<file path="src/rtl/modinv_pkg.sv">
`timescale 1ns / 1ps
`default_nettype none
// ----------------------------------------------------------------------------
// modinv_pkg
// Shared types and defaults for the extended Euclid modular inverse block.
// ----------------------------------------------------------------------------
package modinv_pkg;

    // Default datapath width; operands are DEFAULT_WIDTH-1 bits wide
    localparam int DEFAULT_WIDTH = 32;

    // Sequencer states
    typedef enum logic [2:0] {
        ST_IDLE,
        ST_CHECK,
        ST_DIV,
        ST_UPDATE,
        ST_NORM
    } modinv_state_t;

endpackage : modinv_pkg
`default_nettype wire

</file>
<file path="src/rtl/modular_inverse_extended_euclid_top.sv">
`timescale 1ns / 1ps
`default_nettype none
// Operation: from the accepting edge the sequencer runs E Euclid steps, E up to about 46
//   at WIDTH=32. Each step is a check state, a divider pass of W = WIDTH-1 quotient bits
//   and an update state; a final check and the normalization add/subtract states follow
//   before done rises.
// Throughput: one request at a time; busy drops as done rises, so the next start is taken then.
// Reset: rst_n clears the sequencer to idle and the done strobe; the receiver cannot stall.
// ----------------------------------------------------------------------------
// modular_inverse_extended_euclid_top
// Extended Euclid on (A, B) tracking the Bezout coefficient of B, normalized by
// max(A, B). Division is done by one serial restoring divider that also builds
// q*cur with a shift-add accumulator.
// ----------------------------------------------------------------------------
module modular_inverse_extended_euclid_top
    import modinv_pkg::*;
#(
    parameter int WIDTH = DEFAULT_WIDTH
)
(
    input  wire logic             clk,
    input  wire logic             rst_n,
    input  wire logic             start,
    output logic                  busy,
    input  wire logic [WIDTH-2:0] first_operand,
    input  wire logic [WIDTH-2:0] second_operand,
    output logic                  done,
    output logic [WIDTH-2:0]      inverse_coefficient
);

    localparam int OW    = WIDTH - 1;        // operand width
    localparam int CW    = WIDTH + 1;        // signed coefficient width
    localparam int CNT_W = $clog2(OW);

    modinv_state_t     state_reg, state_next;
    logic              done_reg, done_next;
    logic [OW-1:0]     a_reg, a_next;        // dividend, shifted out MSB first
    logic [OW-1:0]     b_reg, b_next;        // divisor
    logic [OW-1:0]     m_reg, m_next;        // max(A, B)
    logic [OW-1:0]     rem_reg, rem_next;    // partial remainder
    logic [CW-1:0]     prev_reg, prev_next;  // previous coefficient / normalized value
    logic [CW-1:0]     cur_reg, cur_next;    // current coefficient
    logic [CW-1:0]     acc_reg, acc_next;    // running q*cur
    logic [CNT_W-1:0]  cnt_reg, cnt_next;
    logic [OW-1:0]     res_reg, res_next;

    // Divider step
    logic [OW:0]       rem_sh;
    logic              ge;
    logic [OW:0]       rem_sub;
    logic [CW-1:0]     m_ext;

    assign rem_sh  = {rem_reg, a_reg[OW-1]};
    assign ge      = (rem_sh >= {1'b0, b_reg});
    assign rem_sub = rem_sh - {1'b0, b_reg};
    assign m_ext   = {2'b00, m_reg};

    assign busy                = (state_reg != ST_IDLE);
    assign done                = done_reg;
    assign inverse_coefficient = res_reg;

    // Sequencer and datapath next values
    always_comb
    begin
        state_next = state_reg;
        done_next  = 1'b0;
        a_next     = a_reg;
        b_next     = b_reg;
        m_next     = m_reg;
        rem_next   = rem_reg;
        prev_next  = prev_reg;
        cur_next   = cur_reg;
        acc_next   = acc_reg;
        cnt_next   = cnt_reg;
        res_next   = res_reg;

        case (state_reg)
            ST_IDLE:
            begin
                if (start)
                begin
                    a_next     = first_operand;
                    b_next     = second_operand;
                    m_next     = (first_operand > second_operand) ? first_operand
                                                                  : second_operand;
                    prev_next  = '0;
                    cur_next   = CW'(1);
                    state_next = ST_CHECK;
                end
            end

            ST_CHECK:
            begin
                if (b_reg == '0)
                begin
                    state_next = ST_NORM;
                end
                else
                begin
                    rem_next   = '0;
                    acc_next   = '0;
                    cnt_next   = CNT_W'(OW - 1);
                    state_next = ST_DIV;
                end
            end

            // one quotient bit per cycle; acc = 2*acc + qbit*cur
            ST_DIV:
            begin
                rem_next = ge ? rem_sub[OW-1:0] : rem_sh[OW-1:0];
                acc_next = {acc_reg[CW-2:0], 1'b0} + (ge ? cur_reg : '0);
                a_next   = {a_reg[OW-2:0], 1'b0};
                cnt_next = cnt_reg - CNT_W'(1);
                if (cnt_reg == '0)
                begin
                    state_next = ST_UPDATE;
                end
            end

            // (a, b, prev, cur) <- (b, r, cur, prev - q*cur)
            ST_UPDATE:
            begin
                a_next     = b_reg;
                b_next     = rem_reg;
                prev_next  = cur_reg;
                cur_next   = prev_reg - acc_reg;
                state_next = ST_CHECK;
            end

            // result zero if M is zero; else add M while negative, subtract while above M
            ST_NORM:
            begin
                if (m_reg == '0)
                begin
                    res_next   = '0;
                    done_next  = 1'b1;
                    state_next = ST_IDLE;
                end
                else if (prev_reg[CW-1])
                begin
                    prev_next = prev_reg + m_ext;
                end
                else if ($signed(prev_reg) > $signed(m_ext))
                begin
                    prev_next = prev_reg - m_ext;
                end
                else
                begin
                    res_next   = prev_reg[OW-1:0];
                    done_next  = 1'b1;
                    state_next = ST_IDLE;
                end
            end

            default:
            begin
                state_next = ST_IDLE;
            end
        endcase
    end

    // Control registers
    always_ff @(posedge clk or negedge rst_n)
    begin
        if (!rst_n)
        begin
            state_reg <= ST_IDLE;
            done_reg  <= 1'b0;
        end
        else
        begin
            state_reg <= state_next;
            done_reg  <= done_next;
        end
    end

    // Datapath registers
    always_ff @(posedge clk)
    begin
        a_reg    <= a_next;
        b_reg    <= b_next;
        m_reg    <= m_next;
        rem_reg  <= rem_next;
        prev_reg <= prev_next;
        cur_reg  <= cur_next;
        acc_reg  <= acc_next;
        cnt_reg  <= cnt_next;
        res_reg  <= res_next;
    end

    // Checks
    a_done_at_finish: assert property (@(posedge clk) disable iff (!rst_n)
        $fell(busy) |-> done)
        else $error("busy dropped without a result strobe");

    a_done_after_busy: assert property (@(posedge clk) disable iff (!rst_n)
        done |-> $past(busy))
        else $error("result strobe without a request in progress");

    a_start_taken: assert property (@(posedge clk) disable iff (!rst_n)
        (start && !busy) |=> busy)
        else $error("accepted request did not start the sequencer");

    a_div_nonzero: assert property (@(posedge clk) disable iff (!rst_n)
        (state_reg == ST_DIV) |-> (b_reg != '0))
        else $error("divider running with zero divisor");

    a_rem_bound: assert property (@(posedge clk) disable iff (!rst_n)
        (state_reg == ST_DIV) |-> (rem_reg < b_reg))
        else $error("partial remainder not below divisor");

endmodule : modular_inverse_extended_euclid_top
`default_nettype wire

</file>
<file path="config.mk">
export PLATFORM = sky130hd
export DESIGN_NAME = modular_inverse_extended_euclid_top
export DESIGN_NICKNAME = d
export VERILOG_FILES = /design/src/rtl/modinv_pkg.sv /design/src/rtl/modular_inverse_extended_euclid_top.sv
export SDC_FILE = /design/constraint.sdc
export NUM_CORES = 1
export LEC_CHECK = 0
export ABC_AREA = 1
export BUFFER_PORTS_ARGS = -buffer_cell sky130_fd_sc_hd__buf_2
export CAP_MARGIN = 20
export CORE_MARGIN = 4
export CORE_UTILIZATION = 25
export DETAILED_ROUTE_END_ITERATION = 8
export GPL_ROUTABILITY_DRIVEN = 0
export PLACE_DENSITY = 0.46
export SLEW_MARGIN = 15
export SYNTH_ARGS = -nofsm -noshare
export SYNTH_HDL_FRONTEND = slang
export SYNTH_SLANG_ARGS = --single-unit
</file>
<file path="constraint.sdc">
create_clock -name clk -period 6.33 [get_ports clk]
set_input_delay 0.633 -clock clk [delete_from_list [all_inputs] [get_ports clk]]
set_output_delay 0.633 -clock clk [all_outputs]
set_load 0.005 [all_outputs]
</file>
==> out/summary.txt, run 1 <==
Layout Nets: 3,575
R2R Setup Slk: 1860 ps
full die area: 95,740 µm²
Starting Density: 25.23%
antenna violations before repair: 2
buffers added on ports: 97
register area share after synthesis: 34.68%
final worst slack: 1860 ps
Yosys Warn Count: 0
Clock Path Buffers: 3
layout cell share with drive strength beyond 1: 6.515%
GRT Util Overall: 18.15%
hold depth: 3
post-synth net total: 3,496
H-Tree Depth: 2
Setup TNS: 0 ps
initial DRC count: 1,748
final hold violation count: 0
Clock Skews: 44.21 ps
WL final: 88,500 µm
capture point of the worst reg-to-reg path: acc_reg[29]
Max-slew headroom: 29.49%
FF+latch count, synth: 263
CP max FO: 33
DRT Pass-1 Iters: 5
Worst Path Required: 6660 ps
Post-synth top flop: edfxtp_1
CTS tree: built
worst skew pair latency: 580 ps
Worst Hold Class: input port to flop
critical path class: flop to flop
vias in the first global route: 21,060
routed len/inst: 19.57 µm
pre-CTS WS: 1878 ps
Die Height: 309.4 µm
first-pass GRT wire length: 132,100 µm
status: complete, no violations
Startpoint Class: flop
# rows: 110
DR vias: 21,770
HPWL after detailed placement: 71,750 µm
Area Growth Syn to Fin: 13.14%
Fmax: 0.2237 GHz
Cell variety after synth: 47
Final Max Slew Viols: 0
total grt overflow: 0
clk sink count: 263
I/O pin total: 98
Min Clock Period, post-route: 4470 ps
CP arrival: 4800 ps
hold_sp: second_operand[10]
chip width: 309.4 µm
mapped cell area: 22,710 µm²
total of max-cap violations: 0
clk root buf: clkbuf_16
CP endpoint kind: flop
Post-Synthesis Cells: 3,238
launching point of the worst reg2reg path: b_reg[0]
Async SR Flop Fraction: 1.521%
top cell type's share of synthesized area: 34.24%
Area contributors post-synth: edfxtp_1 (34%), nand2_1 (14%), ha_1 (10%)
vias per cell: 4.814
most area-hungry cell type in the Yosys netlist: edfxtp_1
Core Area: 90,010 µm²
DRC: 0
Post-synth EDFFs: 259
Tcrit/Tclk final: 70.62%
FF-to-FF path depth: 24
worst slew pin tran: 1058 ps
Worst Hold Path EP: m_reg[10]
Fill cells: 10,080
RSZ-0062 raised after global routing: false
final setup vio count: 0
number of CTS-inserted buffers: 37
Post-CTS Resized: 0
Routed Antenna Nets: 0
largest net degree at the start of global routing: 65
Clk pin slew, worst setup/hold paths: 60 ps
syn_area_per_cell: 7.015 µm²
==> worst max-delay path by stage <==
stage | start | endpoint | slack (ps) | cells after the start
floorplan | state_reg[2] | acc_reg[0] | 190 | 3
global placement | b_reg[0] | acc_reg[29] | 1920 | 24
detailed placement | b_reg[0] | acc_reg[29] | 1880 | 24
CTS | b_reg[0] | acc_reg[29] | 1840 | 24
global route | b_reg[0] | acc_reg[29] | 1470 | 24
finish | b_reg[0] | acc_reg[29] | 1860 | 24
==> layer usage <==
layer  vias to the layer above  wire length [µm]  global-route usage (%)
met4                         2              2661                   5.337
met2                       662             40420                   30.16
met1                     10140             40690                   24.80
met5                         -                14                       0
li1                      10850                 -                       -
met3                       118              4706                   2.253
==> layout make-up <==
class | instances | area (µm²) | area share [%]
clock inverter | 21 | 198.9 | 0.7742
clock buffer | 47 | 963.4 | 3.749
inverter | 541 | 2031 | 7.902
timing repair buffer | 118 | 645.6 | 2.512
tap | 1176 | 1471 | 5.726
multi-input combinational | 2356 | 12510 | 48.67
antenna | 1 | 2.502 | 0.009738
sequential | 263 | 7878 | 30.66
==> worst max-delay path: stages (launching register included) <==
cell and delay [ps]:
edfxtp_1 430, ha_1 270, fa_1 420, nor2_1 230, o21ai_1 90, nand2_1 150
nand2_1 100, nand3_1 110, nand2_1 80, nand2_2 90, inv_2 220, nor2_1 180
ha_1 220, fa_1 210, nand2_1 80, nand2_1 70, o21ai_0 170, inv_1 90
nand2_1 50, nand2_1 180, inv_1 60, o21ai_0 300, nand4_1 170, a21oi_1 170
nor2_1 50
==> per-stage QoR <==
| stage | util [%] | hold slack, ps | instances | area (µm²) |
|---|---|---|---|---|
| 2_1_floorplan | - | 337.4 | 3238 | 22710 |
| 3_3_place_gp | 27.24 | 459.8 | 4453 | 24520 |
| 3_5_place_dp | 27.24 | 455.5 | 4453 | 24520 |
| 4_1_cts | 28.55 | 302.8 | 4522 | 25690 |
| 5_1_grt | 28.55 | 331.6 | 4522 | 25690 |
| 6_report | 28.55 | 332.2 | 4523 | 25700 |
==> kinds of logic after synthesis <==
logic type               count (synthesis)  share of synthesized area (%)
XOR/XNOR                                31                          1.195
adder cells (fa/ha/maj)                193                          10.80
AO/OA/AOI/OAI                          622                          15.32
buffers and inverters                  619                          10.58
flip-flops                             263                          34.68
AND/OR/NAND/NOR                       1510                          27.43
==> Yosys cell counts (11+ instances only) <==
master,n
nand2_1,853
inv_1,531
nor2_1,345
a21oi_1,261
edfxtp_1,259
o21ai_0,222
ha_1,188
nand3_1,178
nand4_1,46
clkbuf_1,40
o211ai_1,34
nor3_1,33
o21bai_1,22
buf_2,21
o21a_1,17
xnor2_1,16
xor2_1,15
a21o_1,13
a31oi_1,13
nor4_1,13
o21ai_1,11
==> repair_timing <==
item,in CTS,in global routing
hold buffers,1,0
setup endpoints to repair,0,0
buffers inserted,0,0
endpoints found under the hold margin,4,0
==> layout by cell type (no fill, tap or decap), types with 34 or more instances in the layout <==
| cell type | n |
|---|---|
| clkbuf_16 | 37 |
| inv_1 | 531 |
| nor2_1 | 340 |
| nand2_1 | 853 |
| nand4_1 | 46 |
| o21ai_0 | 220 |
| ha_1 | 188 |
| buf_2 | 97 |
| o211ai_1 | 34 |
| a21oi_1 | 260 |
| nand3_1 | 178 |
| edfxtp_1 | 259 |
Power of run 1 is not shown: default switching activity piles up to over one toggle a cycle in this logic, so the estimate is an artifact.
==> inputs of run 2 (changes only) <==
PLACE_DENSITY = 0.45   (was 0.46)
clock period = 4.5 ns   (was 6.33 ns; I/O delays follow)
==> run 2 against run 1 <==
Net effect:
- cell area is 0.74% higher
- die area unchanged
- core utilization is 0.21 points higher
- wire length increased by 0.25%
- sequential share of layout area fell by 0.23 points
- setup slack worse by 1400 ps
- flip-flop and latch count unchanged
- first-iteration DRC count rose by 0.40%
- via count fell by 0.23%
- largest cell class unchanged
==> out/summary.txt, run 2 (synthesis gave the netlist of run 1 again) <==
CP max FO: 15 (was 33)
# rows: 110 (unchanged)
I/O pin total: 98 (unchanged)
status: complete, no violations (unchanged)
Starting Density: 25.23% (unchanged)
CP cell instances: ha_1 > fa_1 > nor2_1 > o21ai_1 > nand2_1 > nand2_1 > nand3_1 > nand2_1 > nand2_2 > inv_2 > buf_6 > nor2_1 > ha_1 > nand2_1 > nor2_1 > nand2_1 > nand3_1 > nand2_1 > nand2_1 > a21o_1 > nand2_1 > a21oi_1 > nor2_1 (was ha_1 > fa_1 > nor2_1 > o21ai_1 > nand2_1 > nand2_1 > nand3_1 > nand2_1 > nand2_2 > inv_2 > nor2_1 > ha_1 > fa_1 > nand2_1 > nand2_1 > o21ai_0 > inv_1 > nand2_1 > nand2_1 > inv_1 > o21ai_0 > nand4_1 > a21oi_1 > nor2_1)
worst slew pin tran: 784.6 ps (was 1058 ps)
GRT Util Overall: 18.30% (was 18.15%)
Critical Path Most Common Cell: nand2_1 (unchanged)
capture point of the worst reg-to-reg path: acc_reg[28] (was acc_reg[29])
antenna violations before repair: 0 (was 2)
Fill cells: 10,040 (was 10,080)
Startpoint Class: flop (unchanged)
RSZ-0062 raised after global routing: false (unchanged)
Setup TNS: 0 ps (unchanged)
first-pass GRT wire length: 133,500 µm (was 132,100 µm)
DRC: 0 (unchanged)
hold depth: 3 (unchanged)
total grt overflow: 0 (unchanged)
pre-CTS WS: 377.0 ps (was 1878 ps)
full die area: 95,740 µm² (unchanged)
Placed Instances: 4,467 (was 4,453)
FF-to-FF path depth: 23 (was 24)
CP endpoint kind: flop (unchanged)
Clock Skews: 29.89 ps (was 44.21 ps)
Fmax: 0.2459 GHz (was 0.2237 GHz)
Critical Path Max Stage Delay: 430 ps (about the same)
DR vias: 21,730 (was 21,770)
Multi-input gate area: 12,540 µm² (was 12,510 µm²)
layout cell share with drive strength beyond 1: 7.292% (was 6.515%)
final worst slack: 433.4 ps (was 1860 ps)
Routed Antenna Nets: 0 (unchanged)
chip width: 309.4 µm (unchanged)
H-Tree Depth: 2 (unchanged)
clk sink count: 263 (unchanged)
critical path class: flop to flop (unchanged)
CTS tree: built (unchanged)
largest net degree at the start of global routing: 64 (was 65)
Worst Hold Path EP: m_reg[3] (was m_reg[10])
routed len/inst: 19.56 µm (was 19.57 µm)
final hold violation count: 0 (unchanged)
vias in the first global route: 21,140 (was 21,060)
vias per cell: 4.789 (was 4.814)
R2R Setup Slk: 430 ps (was 1860 ps)
Min Clock Period, post-route: 4067 ps (was 4470 ps)
number of CTS-inserted buffers: 37 (unchanged)
launching point of the worst reg2reg path: b_reg[0] (unchanged)
Clk pin slew, worst setup/hold paths: 50 ps (was 60 ps)
Layout Nets: 3,589 (was 3,575)
most frequent cells in the layout: nand2_1 (853), inv_1 (531), nor2_1 (340) (unchanged)
Storage cell area: 7878 µm² (unchanged)
Die Height: 309.4 µm (unchanged)
buffers added on ports: 97 (unchanged)
WL final: 88,720 µm (was 88,500 µm)
HPWL after detailed placement: 72,360 µm (was 71,750 µm)
total of max-cap violations: 0 (unchanged)
Tcrit/Tclk final: 90.37% (was 70.62%)
clk root buf: clkbuf_16 (unchanged)
Final Max Slew Viols: 0 (unchanged)
Worst Path Required: 4820 ps (was 6660 ps)
CP arrival: 4390 ps (was 4800 ps)
DRT Pass-1 Iters: 6 (was 5)
final setup vio count: 0 (unchanged)
worst skew pair latency: 570 ps (was 580 ps)
Clock Path Buffers: 3 (unchanged)
Core Area: 90,010 µm² (unchanged)
fin cells: 4,536 (was 4,523)
most common cell after layout, fill and taps aside: nand2_1 (unchanged)
hold_sp: second_operand[3] (was second_operand[10])
number of diodes: 0 (was 1)
critical path's slowest cell: fa_1 (was edfxtp_1)
Worst Hold Class: input port to flop (unchanged)
Area Growth Syn to Fin: 13.98% (was 13.14%)
initial DRC count: 1,755 (was 1,748)
Max-slew headroom: 47.14% (was 29.49%)
post-layout util: 28.76% (was 28.55%)
run 2: repair_timing:
item | 4_1_cts | 5_1_grt
buffers inserted | 0 | 0
hold buffers | 1 | 0
setup endpoints to repair | 0 | 6
resized for setup | 0 | 14
endpoints found under the hold margin | 4 | 0
run 2: worst max path at each step:
| stage | start | to | slack (ps) | depth (start not counted) |
|---|---|---|---|---|
| floorplan | state_reg[2] | acc_reg[0] | 220 | 3 |
| global placement | b_reg[0] | acc_reg[28] | 430 | 22 |
| detailed placement | b_reg[0] | acc_reg[21] | 380 | 20 |
| CTS | b_reg[0] | acc_reg[21] | 370 | 20 |
| global route | b_reg[0] | acc_reg[29] | 20 | 24 |
| finish | b_reg[0] | acc_reg[28] | 430 | 23 |
run 2: cell type report:
type | count | share of cell area [%]
clock buffers | 45 | 3.693
well taps | 1176 | 5.684
flip-flops and latches | 263 | 30.43
repair buffers | 132 | 3.059
inverters | 541 | 7.844
multi-input cells | 2356 | 48.46
clock inverters | 23 | 0.8313
run 2: through the flow:
step	hold WS, ps	cell area, µm²
after floorplan	154.4	22710
after global placement	304.1	24660
after detailed placement	304.5	24660
after CTS	158.5	25850
after global routing	174.4	25890
final	188.1	25890
run 2: critical path, delay by kind of cell (launching register included):
| family | cells | cell delay, ps |
|---|---|---|
| and+or+nand+nor | 15 | 1820 |
| DFF | 1 | 420 |
| buffers and inverters | 2 | 260 |
| adders and majority gates | 3 | 930 |
| AOI/OAI and AO/OA | 3 | 400 |
run 2: routing by layer:
metal	vias to the layer above	track usage, %	share of wire (%)	wire [µm]
met5	-	0	0	0
met4	0	6.303	3.7	3260
met3	125	1.911	4.9	4319
met2	655	29.87	45	39820
met1	10070	25.29	47	41320
li1	10880	-	-	-
Power of run 2 is left out for the same reason.
